$ cat src/hdl/cbc_pkg.sv
`timescale 1ns / 1ps

package cbc_pkg;

  // Sizes of the cartridge store and the ROM address space.
  localparam int RAM_BYTES        = 32768;
  localparam int RAM_AW           = $clog2(RAM_BYTES);
  localparam int ROM_ADDRESS_BITS = 21;

  // Fixed field widths of the bus and of the result.
  localparam int BUS_AW     = 16;
  localparam int DATA_W     = 8;
  localparam int ROM_ADDR_W = 21;
  localparam int BANK_W     = 7;
  localparam int RAM_BANK_W = 2;
  localparam int CFG_IDX_W  = 2;
  localparam int CFG_DATA_W = 3;

  // Width of a bank-plus-offset RAM index before wrapping to the store size.
  localparam int RAM_IDX_FULL_W = 15;

  // Configuration register indexes.
  localparam logic [CFG_IDX_W-1:0] CFG_MAPPER_TYPE   = 2'd0;
  localparam logic [CFG_IDX_W-1:0] CFG_ROM_SIZE_CODE = 2'd1;
  localparam logic [CFG_IDX_W-1:0] CFG_RAM_BANK_QUAD = 2'd2;

  // Mapper type codes.
  localparam logic [1:0] MAPPER_PLAIN = 2'd0;
  localparam logic [1:0] MAPPER_MBC1  = 2'd1;
  localparam logic [1:0] MAPPER_MBC3  = 2'd2;

  // Control register windows inside the ROM region, selected by address bits 14:13.
  localparam logic [1:0] WIN_RAM_ENABLE = 2'd0;
  localparam logic [1:0] WIN_ROM_BANK   = 2'd1;
  localparam logic [1:0] WIN_UPPER_BANK = 2'd2;
  localparam logic [1:0] WIN_BANK_MODE  = 2'd3;

  // Address bits 15:13 of the external RAM window.
  localparam logic [2:0] RAM_REGION_TAG = 3'b101;

  // ROM size codes at which the bank count reaches 32 and 64.
  localparam logic [2:0] SIZE_CODE_32_BANKS = 3'd4;
  localparam logic [2:0] SIZE_CODE_64_BANKS = 3'd5;

  localparam logic [3:0]        RAM_ENABLE_KEY = 4'hA;
  localparam logic [DATA_W-1:0] OPEN_BUS_VALUE = 8'hFF;
  localparam logic [BANK_W-1:0] LOW_MASK_64    = 7'h20;
  localparam logic [BANK_W-1:0] LOW_MASK_BIG   = 7'h60;

  // Kind of a result item.
  typedef enum logic [1:0] {
    KIND_ROM_READ = 2'd0,
    KIND_RAM_READ = 2'd1,
    KIND_WRITE    = 2'd2,
    KIND_OUTSIDE  = 2'd3
  } access_kind_t;

  // Configuration register file.
  typedef struct packed {
    logic [1:0] mapper_type;
    logic [2:0] rom_size_code;
    logic       ram_bank_quad;
  } cbc_cfg_t;

  // One access to the RAM store.
  typedef struct packed {
    logic              we;
    logic              re;
    logic [RAM_AW-1:0] addr;
    logic [DATA_W-1:0] wdata;
  } ram_req_t;

  // Decoded result of one transaction, before RAM data is merged in.
  typedef struct packed {
    access_kind_t          kind;
    logic [ROM_ADDR_W-1:0] rom_address;
    logic                  use_ram;
    logic [DATA_W-1:0]     const_value;
  } cbc_result_t;

endpackage

$ cat src/hdl/cbc_decode.sv
`timescale 1ns / 1ps

module cbc_decode import cbc_pkg::*;
(
  input  logic              clk,
  input  logic              rst_n,
  input  cbc_cfg_t          cfg,
  input  logic              accept,
  input  logic              opcode,
  input  logic [BUS_AW-1:0] bus_address,
  input  logic [DATA_W-1:0] write_byte_value,
  output ram_req_t          ram_req,
  output cbc_result_t       result
);

  logic [BANK_W-1:0]     rom_bank_r;
  logic [BANK_W-1:0]     rom_bank_nxt;
  logic [RAM_BANK_W-1:0] ram_bank_r;
  logic [RAM_BANK_W-1:0] ram_bank_nxt;
  logic                  ram_enable_r;
  logic                  ram_enable_nxt;
  logic                  banking_mode_r;
  logic                  banking_mode_nxt;

  logic                      is_rom;
  logic                      is_ram;
  logic                      big_rom;
  logic                      rom_64;
  logic [4:0]                bank_mask;
  logic [BANK_W-1:0]         low_bank;
  logic [BANK_W-1:0]         read_bank;
  logic [RAM_BANK_W-1:0]     ram_bank_sel;
  logic [RAM_IDX_FULL_W-1:0] ram_idx_full;
  logic [ROM_ADDR_W-1:0]     rom_full;

  // Address regions and ROM size classes.
  assign is_rom  = !bus_address[BUS_AW-1];
  assign is_ram  = (bus_address[BUS_AW-1:13] == RAM_REGION_TAG);
  assign big_rom = (cfg.rom_size_code >= SIZE_CODE_64_BANKS);
  assign rom_64  = (cfg.rom_size_code == SIZE_CODE_64_BANKS);

  // Mask of the 5-bit bank write: bank count minus one, capped at 31.
  assign bank_mask = (cfg.rom_size_code >= SIZE_CODE_32_BANKS) ? 5'h1F
                     : 5'((5'd2 << cfg.rom_size_code[1:0]) - 5'd1);

  // Bank seen in the low ROM window under MBC1 banking mode 1.
  assign low_bank = (banking_mode_r && big_rom)
                    ? (rom_bank_r & (rom_64 ? LOW_MASK_64 : LOW_MASK_BIG)) : '0;

  assign read_bank = bus_address[14] ? rom_bank_r
                     : ((cfg.mapper_type == MAPPER_MBC1) ? low_bank : '0);

  // ROM byte address, wrapped to the ROM address space.
  assign rom_full = {read_bank, bus_address[13:0]};

  // MBC1 uses the RAM bank only in mode 1; the other mappers use it as is.
  assign ram_bank_sel = (cfg.mapper_type == MAPPER_MBC1 && !banking_mode_r)
                        ? '0 : ram_bank_r;
  assign ram_idx_full = {ram_bank_sel, bus_address[12:0]};

  // Register updates, RAM request and result of the current transaction.
  always_comb begin
    rom_bank_nxt       = rom_bank_r;
    ram_bank_nxt       = ram_bank_r;
    ram_enable_nxt     = ram_enable_r;
    banking_mode_nxt   = banking_mode_r;
    ram_req.we         = 1'b0;
    ram_req.re         = 1'b0;
    ram_req.addr       = RAM_AW'(ram_idx_full);
    ram_req.wdata      = write_byte_value;
    result.kind        = KIND_OUTSIDE;
    result.rom_address = '0;
    result.use_ram     = 1'b0;
    result.const_value = '0;

    if (is_rom || is_ram) begin
      if (opcode) begin
        result.kind = KIND_WRITE;
        case (cfg.mapper_type)
          MAPPER_MBC1: begin
            if (is_ram) begin
              ram_req.we = accept && ram_enable_r;
            end else begin
              unique case (bus_address[14:13])
                WIN_RAM_ENABLE: begin
                  ram_enable_nxt = (write_byte_value[3:0] == RAM_ENABLE_KEY);
                end
                WIN_ROM_BANK: begin
                  rom_bank_nxt = (write_byte_value[4:0] == 5'd0) ? BANK_W'(1)
                                 : {2'b00, write_byte_value[4:0] & bank_mask};
                end
                WIN_UPPER_BANK: begin
                  if (banking_mode_r) begin
                    if (cfg.ram_bank_quad) begin
                      ram_bank_nxt = write_byte_value[1:0];
                    end
                    if (big_rom) begin
                      rom_bank_nxt = {write_byte_value[1:0], rom_bank_r[4:0]};
                      if (rom_64) begin
                        rom_bank_nxt[6] = 1'b0;
                      end
                    end
                  end
                end
                WIN_BANK_MODE: begin
                  banking_mode_nxt = write_byte_value[0];
                end
                default: begin
                end
              endcase
            end
          end
          MAPPER_MBC3: begin
            if (is_ram) begin
              ram_req.we = accept && ram_enable_r;
            end else if (bus_address[14:13] == WIN_RAM_ENABLE) begin
              ram_enable_nxt = (write_byte_value[3:0] == RAM_ENABLE_KEY);
            end else if (bus_address[14:13] == WIN_ROM_BANK) begin
              rom_bank_nxt = (write_byte_value[6:0] == 7'd0) ? BANK_W'(1)
                             : write_byte_value[6:0];
            end
          end
          default: begin
          end
        endcase
      end else if (is_rom) begin
        result.kind        = KIND_ROM_READ;
        result.rom_address = ROM_ADDR_W'(ROM_ADDRESS_BITS'(rom_full));
      end else begin
        result.kind = KIND_RAM_READ;
        // Plain ROM reads the store regardless of the enable.
        if (ram_enable_r || (cfg.mapper_type != MAPPER_MBC1 &&
                             cfg.mapper_type != MAPPER_MBC3)) begin
          result.use_ram = 1'b1;
          ram_req.re     = accept;
        end else begin
          result.const_value = OPEN_BUS_VALUE;
        end
      end
    end
  end

  // Bank control registers change only when a transaction is taken.
  always_ff @(posedge clk) begin
    if (!rst_n) begin
      rom_bank_r     <= BANK_W'(1);
      ram_bank_r     <= '0;
      ram_enable_r   <= 1'b0;
      banking_mode_r <= 1'b0;
    end else if (accept) begin
      rom_bank_r     <= rom_bank_nxt;
      ram_bank_r     <= ram_bank_nxt;
      ram_enable_r   <= ram_enable_nxt;
      banking_mode_r <= banking_mode_nxt;
    end
  end

endmodule

$ cat config.mk
export PLATFORM = sky130hd
export DESIGN_NAME = cbc_decode
export DESIGN_NICKNAME = d
export VERILOG_FILES = /design/src/hdl/cbc_pkg.sv /design/src/hdl/cbc_decode.sv
export SDC_FILE = /design/constraint.sdc
export NUM_CORES = 1
export LEC_CHECK = 0
export CAP_MARGIN = 20
export CORE_MARGIN = 2
export CORE_UTILIZATION = 50
export CTS_BUF_LIST = sky130_fd_sc_hd__clkbuf_8 sky130_fd_sc_hd__clkbuf_16
export DETAILED_ROUTE_END_ITERATION = 7
export DONT_BUFFER_PORTS = 1
export HOLD_SLACK_MARGIN = 0.08
export REMOVE_ABC_BUFFERS = 1
export SLEW_MARGIN = 40
export SYNTH_ARGS = -nofsm -noshare
export SYNTH_HDL_FRONTEND = slang
export SYNTH_SLANG_ARGS = --single-unit
export TNS_END_PERCENT = 100
$ cat constraint.sdc
create_clock -name clk -period 3.7 [get_ports clk]
set_clock_uncertainty 0.1 [all_clocks]
set_input_delay 1.11 -clock clk [delete_from_list [all_inputs] [get_ports clk]]
set_output_delay 1.11 -clock clk [all_outputs]
set_load 0.02 [all_outputs]
==> results by stage, run 1 <==
Outcome:
- The run finished with clean final reports.

Final layout:
- Leaving out fill and tap cells, the most frequent cells in the layout are sky130_fd_sc_hd__and2_1, sky130_fd_sc_hd__dfxtp_1, sky130_fd_sc_hd__nand2_1.
- The final cell count without fillers is 151.
- Leaving out fill and tap cells, the most frequent cell in the layout is sky130_fd_sc_hd__and2_1.
- The layout-stage area growth over the synthesis result is -6.71%.
- The share of layout cells above drive strength 1 is 11.3%.
- The net count of the finished layout is roughly 160.
- The number of inserted diodes is 0.

Synth:
- The number of instances in the synthesized netlist is 146.
- The most used flip-flop cell after synthesis is sky130_fd_sc_hd__dfxtp_1.
- Sequential cells were found to cover 20.0% of the synthesized design area.
- In this run the mean area of a mapped cell was ~7.5 um2.
- The dominant cell type by area after synthesis is sky130_fd_sc_hd__dfxtp_1.
- Counting flops with a built-in enable in the synthesized netlist gives 0.
- The top-area cell type share of the netlist area is about a fifth.
- Synthesis inferred 11 register bits.
- Counting flops with an async set or reset pin after synthesis yields a share of 0%.
- The cell area after synthesis is ~1100 um2.
- The distinct cell type count of the synthesized netlist is 35.
- Yosys attributes the largest share of cell area to sky130_fd_sc_hd__dfxtp_1, sky130_fd_sc_hd__buf_4, sky130_fd_sc_hd__and2_1.
- For this run, the number of Yosys warnings is 0.

Timing:
- The final number of hold-violating endpoints is 0.
- The upper clock frequency limit is 291 MHz.
- At the pin with the least slew margin, the transition time is around 0.51 ns.
- The shortest clock period the worst path allows after layout is 3.44 ns.
- The share of the clock period used by the worst path is 92.9%.
- The minimum setup slack in the final design is 0.263 ns.
- The number of max-slew violations in the final report is 0.
- Setup repair after global routing left no endpoint under its margin.
- The tightest slew margin relative to the limit is 65.8%.
- The final number of setup-violating endpoints is 0.

Route:
- The first detailed-routing pass ran for 4 iterations.
- For this run, design rule violations remaining after detail routing come to 0.
- The via density per instance is about 6.2.
- Across all layers, the routed design uses 935 vias.
- Wires add up to 2740 um.
- The remaining antenna violation count is 0.
- Dividing the detail-routed wire length by the instance count gives 18.2 um.
- The DRC violation total after the first TritonRoute iteration is 16.

CTS:
- Clock tree synthesis inserted a total of 3 buffers.
- The later-pin clock latency in the skew report is 0.24 ns.
- The root cell of the clock tree is sky130_fd_sc_hd__clkbuf_8.
- The number of H-tree levels is 1.
- The clock-pin slew of the registers on the worst-case setup and hold paths is 0.05 ns.
- For this design, the CTS-stage hold fixing added 0 buffers.
- TritonCTS built the clock tree.
- The total clock sinks is 11.
- The clock passes through at most 2 buffers.
- After clock tree synthesis, the setup repair step added 0 buffers.
- The number of gates resized after CTS was 0.

Place:
- The wire-length estimate of the detail-placed layout is between 2000 and 2500 um.
- Routability-driven placement finished with a final weighted congestion of 0.843.
- The worst slack at placement is 0.260 ns.
- The number of port buffers is 0.
- The total instance count after detailed placement is 147.

Floorplanning:
- The die outline width is 50.9 um.
- The number of top-level pins is between 90 and 100.
- The overall die area is 2590 um2.
- The area inside the core boundary is ~2000 um2.
- From bottom edge to top edge, the die measures 50.9 um.
- The starting density of the core is between 50 and 60%.
- The floorplan has 16 rows.

Power:
- The total power divided by cell area is 287 nW/um2.
- Registers are responsible for 41.0% of the overall power.
- The post-route total power is 294 uW.
- The switching part of the total is 27.4%.
- The clock network fraction of total power is 39.6%.
- The total internal power is between 200 and 250 uW.
- The combinational power share is 19.4%.
- The cell leakage power is 0.000388 uW.
- The net switching power figure is 80.7 uW.
- The peak supply drop is 0.000224 V.

GRT:
- The total congestion overflow after global routing is 0.
- Across every metal layer, demand over resource in global routing totals roughly 20%.
- The number of antenna violations at the first check in global routing is 0.
- The global-route wire length before repair is 3980 um.
- The largest net degree at the start of global routing is 20.
- The number of global-route vias before repair is between 800 and 900.

Setup path:
- The type of the setup path with the least slack is primary input to primary output.
- The depth of the worst register-to-register path is 4.
- The reg-to-reg endpoint is ram_bank_r[1].
- The highest net fanout along the worst path is 3.
- The cell family contributing the most delay on the critical path is simple AND/OR/NAND/NOR gates.
- Walking the worst path, the cells encountered are inv_1 > ha_1 > nor4_2 > buf_4.
- The slowest stage of the critical path belongs to the cell sky130_fd_sc_hd__nor4_2.
- The worst setup path is launched from a primary input.
- Data arrives at the worst endpoint at 2.23 ns.
- The worst setup path is captured at a primary output.
- In this run the critical register-to-register path is launched from banking_mode_r.
- The data required time of the critical path is 2.49 ns.
- Counting both buffers and inverters, the worst setup path holds a total of 2.
- The maximum single-stage delay on the critical path is 0.50 ns.
- In this run the register-to-register setup slack is 2.32 ns.
- The origin of the worst setup path is cfg[4].

Flow run:
- The number of max-cap violations is 0.

Hold path:
- The worst hold endpoint is rom_bank_r[5].
- The path class of the tightest hold or removal check is flip-flop to flip-flop.
- The hold path startpoint is rom_bank_r[5].
- The count of cells along the worst hold path is 2.
## flip-flops by register name, indices dropped and copies added, names as in the netlist
register        flops
rom_bank_r          7
banking_mode_r      1
ram_enable_r        1
ram_bank_r          2
## kinds of logic (layout without fill, tap and decap cells)
family          after synthesis  in the layout  synth area share [%]
mux                           6              6                  5.46
fa+ha+maj                     2              2                  2.27
compound gates               25             25                  15.0
flops                        11             11                  20.0
simple gates                 66             66                  35.3
buf+inv                      36             14                  22.0
## per-layer routing
metal / vias up / wire [um] / track usage, %
met5: - / 0 / 0
met4: 0 / 19 / 6.31
met3: 4 / 247 / 6.73
met2: 56 / 1410 / 36.6
met1: 435 / 1060 / 22.2
li1: 440 / - / -
## Yosys cell counts, types with 3 or more instances
| library cell | n |
|---|---|
| sky130_fd_sc_hd__a21boi_1 | 4 |
| sky130_fd_sc_hd__a21oi_1 | 5 |
| sky130_fd_sc_hd__and2_1 | 17 |
| sky130_fd_sc_hd__and3_1 | 5 |
| sky130_fd_sc_hd__buf_4 | 28 |
| sky130_fd_sc_hd__clkbuf_1 | 5 |
| sky130_fd_sc_hd__dfxtp_1 | 11 |
| sky130_fd_sc_hd__mux2i_1 | 6 |
| sky130_fd_sc_hd__nand2_1 | 9 |
| sky130_fd_sc_hd__nand4_1 | 4 |
| sky130_fd_sc_hd__nor2_1 | 7 |
| sky130_fd_sc_hd__nor2b_1 | 5 |
| sky130_fd_sc_hd__nor3_1 | 3 |
| sky130_fd_sc_hd__nor4_1 | 4 |
| sky130_fd_sc_hd__o21ai_0 | 7 |
## final cells by class
class | count | area, um2
Clock buffer | 3 | 41.3
Clock inverter | 1 | 3.75
Timing Repair Buffer | 8 | 75.1
Fill cell | 211 | 996
Tap cell | 27 | 33.8
Inverter | 2 | 7.51
Multi-Input combinational cell | 99 | 644
Sequential cell | 11 | 220
## power groups by stage
stage	Clock (uW)	Combinational (uW)	Sequential (uW)
finish	117	57.1	121
global route	124	61.5	121
CTS	119	57.2	121
detailed placement	0	56.9	123
global placement	0	56.4	123
floorplan	0	45.1	123
## metrics by stage
stage	instance area [um2]	setup TNS [ns]	util [%]	hold WS, ns
global route	1030	0	50.7	0.390
floorplan	866	-28.05	-	0.335
CTS	1030	0	50.7	0.362
finish	1030	0	50.7	0.359
detailed placement	981	0	48.5	0.355
global placement	981	0	48.5	0.346
## worst max path at each step
stage | to | depth (start not counted) | slack (ns)
after floorplan | result[0] | 3 | -3.51
after global placement | result[2] | 4 | 0.29
after detailed placement | result[2] | 4 | 0.26
after CTS | result[2] | 4 | 0.26
after global routing | result[2] | 4 | 0.18
final | result[2] | 4 | 0.26
## worst min-delay path, stage by stage (launching register included)
cell and delay, ns:
sky130_fd_sc_hd__dfxtp_1 0.31, sky130_fd_sc_hd__nand2_1 0.05, sky130_fd_sc_hd__mux2i_1 0.05
No activity file was read; power rests on OpenSTA's default activity.
==> run 2: changes to the inputs <==
--- a/config.mk
+++ b/config.mk
@@ -8,7 +8,7 @@
 export CAP_MARGIN = 20
 export CORE_MARGIN = 2
 export CORE_UTILIZATION = 50
-export CTS_BUF_LIST = sky130_fd_sc_hd__clkbuf_8 sky130_fd_sc_hd__clkbuf_16
+export CTS_BUF_LIST = sky130_fd_sc_hd__clkbuf_4
 export DETAILED_ROUTE_END_ITERATION = 7
 export DONT_BUFFER_PORTS = 1
 export HOLD_SLACK_MARGIN = 0.08
==> constraint.sdc (replaced) <==
create_clock -name clk -period 3.85 [get_ports clk]
set_clock_uncertainty 0.1 [all_clocks]
set_input_delay 1.155 -clock clk [delete_from_list [all_inputs] [get_ports clk]]
set_output_delay 1.155 -clock clk [all_outputs]
set_load 0.02 [all_outputs]
==> run 2 against run 1 <==
Net effect:
- first-iteration DRC count fell by 13%
- cell count fell by 1.3%
- die area did not move
- sequential power fell by 4%
- clock power fell by 26%
- critical path depth did not move
- via count fell by 0.64%
- hold slack improved by 0.0029 ns
- final area fell by 2.9%
- core utilization fell by 1.5 points
- total power fell by 13%
- highest routed layer unchanged
==> results by stage, run 2 (synthesized netlist as in run 1, its figures left out) <==
Outcome:
- Status: finished, final reports clean (unchanged).

GRT:
- The total congestion overflow after global routing is 0 (unchanged).
- The number of antenna violations at the first check in global routing is 0 (unchanged).
- The total global routing track utilization is 20.4% (was 20.3%).
- The global-route wire length before repair was 3970 um (was 3980 um).
- The number of global-route vias before repair is 828 (was 852).
- The largest net degree at the start of global routing is 20 (unchanged).

Timing:
- The upper clock frequency limit is 284 MHz.
- The final number of setup-violating endpoints came to 0 (unchanged).
- Dividing the final minimum period by the clock period gives 91.4%.
- The final hold slack is 0.362 ns (was 0.359 ns).
- The number of max-slew violations in the final report is 0 (unchanged).
- The minimum setup slack in the final design is 0.333 ns (was 0.263 ns).
- RSZ-0062 raised after global routing: false (unchanged).
- The tightest slew margin relative to the limit came to 51.0% (was 65.8%).
- The final number of hold-violating endpoints is 0 (unchanged).
- The shortest clock period the worst path allows after layout is 3.52 ns.
- The transition at the pin with the smallest max-transition slack is 0.728 ns (was 0.509 ns).

Power:
- The total power divided by cell area is 256 nW/um2 (was 287 nW/um2).
- The net switching power figure is 73.8 uW (was 80.7 uW).
- The cell leakage power is 0.000369 uW (was 0.000388 uW).
- The part of the total power dissipated in sequential elements is 45.3% (was 41.0%).
- The switching part of the total is 28.9% (was 27.4%).
- The combinational power share came to 20.9% (was 19.4%).
- The clock network fraction of total power is 33.8% (was 39.6%).
- The peak supply drop is 0.000221 V (was 0.000224 V).
- The total internal power is 182 uW (was 214 uW).

Setup path:
- The worst reg2reg path startpoint is banking_mode_r (unchanged).
- The kind of start point of the critical path is a primary input (unchanged).
- The data required time of the critical path came to 2.59 ns (was 2.49 ns).
- The slack of the worst reg-to-reg path is 2.45 ns (was 2.32 ns).
- The top cell family by delay on the critical path was simple AND/OR/NAND/NOR gates (unchanged).
- The worst path buffer plus inverter count is 2 (unchanged).
- The type of the setup path with the least slack is primary input to primary output (unchanged).
- The depth of the worst register-to-register path is 4 (unchanged).
- The reg-to-reg endpoint is ram_bank_r[1] (unchanged).
- The data arrival time of the critical path is 2.26 ns (was 2.23 ns).
- The critical path depth in cells is 4 (unchanged).
- Cells traversed along the worst timing path: inv_1 > ha_1 > nor4_2 > buf_4 (unchanged).
- The origin of the worst setup path is cfg[4] (unchanged).
- The critical path endpoint category was a primary output (unchanged).
- The highest net fanout along the worst path is 3 (unchanged).
- The maximum single-stage delay on the critical path is 0.49 ns (was 0.50 ns).
- The cell at the slowest stage of the critical path was sky130_fd_sc_hd__nor4_2 (unchanged).

Hold path:
- The worst hold endpoint is rom_bank_r[5] (unchanged).
- The path class of the lowest-slack min-delay path was flip-flop to flip-flop (unchanged).
- The count of cells along the worst hold path came to 2 (unchanged).
- The hold path startpoint is rom_bank_r[5] (unchanged).

Route:
- The remaining antenna violation count came to 0 (unchanged).
- The DRC violation total after the first TritonRoute iteration is 14 (was 16).
- The number of iterations in the first detailed-routing pass is 4 (unchanged).
- The total detailed-routing wirelength is 2640 um (was 2740 um).
- The vias after detailed routing is 929 (was 935).
- The via density per instance is 6.23 (was 6.19).
- The number of DRC violations after detailed routing came to 0 (unchanged).
- The post-detailed-route wirelength per cell is 17.7 um (was 18.2 um).

Place:
- The final RePlAce weighted congestion is 0.839 (was 0.843).
- The number of port buffers is 0 (unchanged).
- The total instance count after detailed placement was 145 (was 147).
- The detailed-placement wirelength estimate was 2090 um (was 2130 um).
- The worst slack at placement is 0.325 ns (was 0.260 ns).

Final layout:
- Commonest non-fill, non-tap cells in the layout: sky130_fd_sc_hd__and2_1, sky130_fd_sc_hd__dfxtp_1, sky130_fd_sc_hd__nand2_1 (unchanged).
- The largest register by flop count was rom_bank_r (unchanged).
- The final cell count without fillers is 149 (was 151).
- The most common cell after layout, fill and taps aside is sky130_fd_sc_hd__and2_1 (unchanged).
- The flip-flop count of the largest register after layout is 7 (unchanged).
- The layout-stage area growth over the synthesis result came to -9.44% (was -6.71%).
- The number of inserted diodes is 0 (unchanged).
- The share of layout cells above drive strength 1 is 10.7% (was 11.3%).
- The post-layout net count is 159 (was 161).
- Top flop regs: rom_bank_r x7, ram_bank_r x2 (unchanged).

CTS:
- The clock-pin slew of the registers on the worst-case setup and hold paths is 0.07 ns (was 0.05 ns).
- The maximum clock path buffer count is 2 (unchanged).
- The clock buffer count from CTS is 3 (unchanged).
- The count of hold buffers inserted by post-cts repair came to 0 (unchanged).
- The setup fix buffers added after clock tree synthesis was 0 (unchanged).
- The post-cts sizing count was 0 (unchanged).
- The clock tree from TritonCTS was yes (unchanged).
- The later-pin clock latency in the skew report is 0.27 ns (was 0.24 ns).
- The number of H-tree levels is 1 (unchanged).
- The total clock sinks is 11 (unchanged).
- The root cell of the clock tree is sky130_fd_sc_hd__clkbuf_4 (was sky130_fd_sc_hd__clkbuf_8).

Floorplanning:
- The number of rows created at floorplan came to 16 (unchanged).
- The overall die area is 2590 um2 (unchanged).
- The area inside the core boundary is 2020 um2 (unchanged).
- The die outline width is 50.9 um (unchanged).
- The number of top-level pins came to 91 (unchanged).
- The die height was 50.9 um (unchanged).
- The starting density of the core came to 54.4% (unchanged).

Flow run:
- The number of max-cap violations is 0 (unchanged).
run 2: layer usage:
metal  up-vias  wire [um]  part of all wire [%]  GRT usage (%)
met4         0         33                   1.3           6.76
met3         5        262                   9.9           5.26
met5         -          0                     0              0
met2        53       1340                    51           38.5
li1        438          -                     -              -
met1       433       1010                    38           21.6
run 2: cell type report:
class / count / area, um2
Fill cell: 211 / 1030
Multi-Input combinational cell: 99 / 644
Sequential cell: 11 / 220
Timing Repair Buffer: 6 / 60.1
Tap cell: 27 / 33.8
Clock buffer: 4 / 30.0
Inverter: 2 / 7.51
run 2: worst register-to-register path, cell delays in order, from the launching register on:
cell	delay, ns
sky130_fd_sc_hd__dfxtp_1	0.41
sky130_fd_sc_hd__nand2_1	0.07
sky130_fd_sc_hd__nor4_1	0.38
sky130_fd_sc_hd__mux2i_1	0.26
sky130_fd_sc_hd__nor2b_1	0.06
run 2: worst max-delay path by stage:
stage / endpoint / slack, ns
4_1_cts: result[3] / 0.32
6_report: result[3] / 0.33
3_3_place_gp: result[2] / 0.35
2_1_floorplan: result[0] / -3.45
3_5_place_dp: result[3] / 0.32
5_1_grt: result[2] / 0.25
run 2: stage by stage:
stage / util (%) / instance area, um2 / TNS [ns] / total power, uW
after floorplan: - / 866 / -27.57 / 161
after global placement: 47.8 / 966 / 0 / 171
after detailed placement: 47.8 / 966 / 0 / 172
after CTS: 49.3 / 996 / 0 / 260
after global routing: 49.3 / 996 / 0 / 268
final: 49.3 / 996 / 0 / 255
run 2: power groups by stage:
stage / combinational [uW] / clock, uW / sequential (uW)
4_1_cts: 53.8 / 90.7 / 116
2_1_floorplan: 43.4 / 0 / 118
6_report: 53.4 / 86.3 / 116
5_1_grt: 57.8 / 94.1 / 116
3_3_place_gp: 53.2 / 0 / 118
3_5_place_dp: 53.6 / 0 / 118
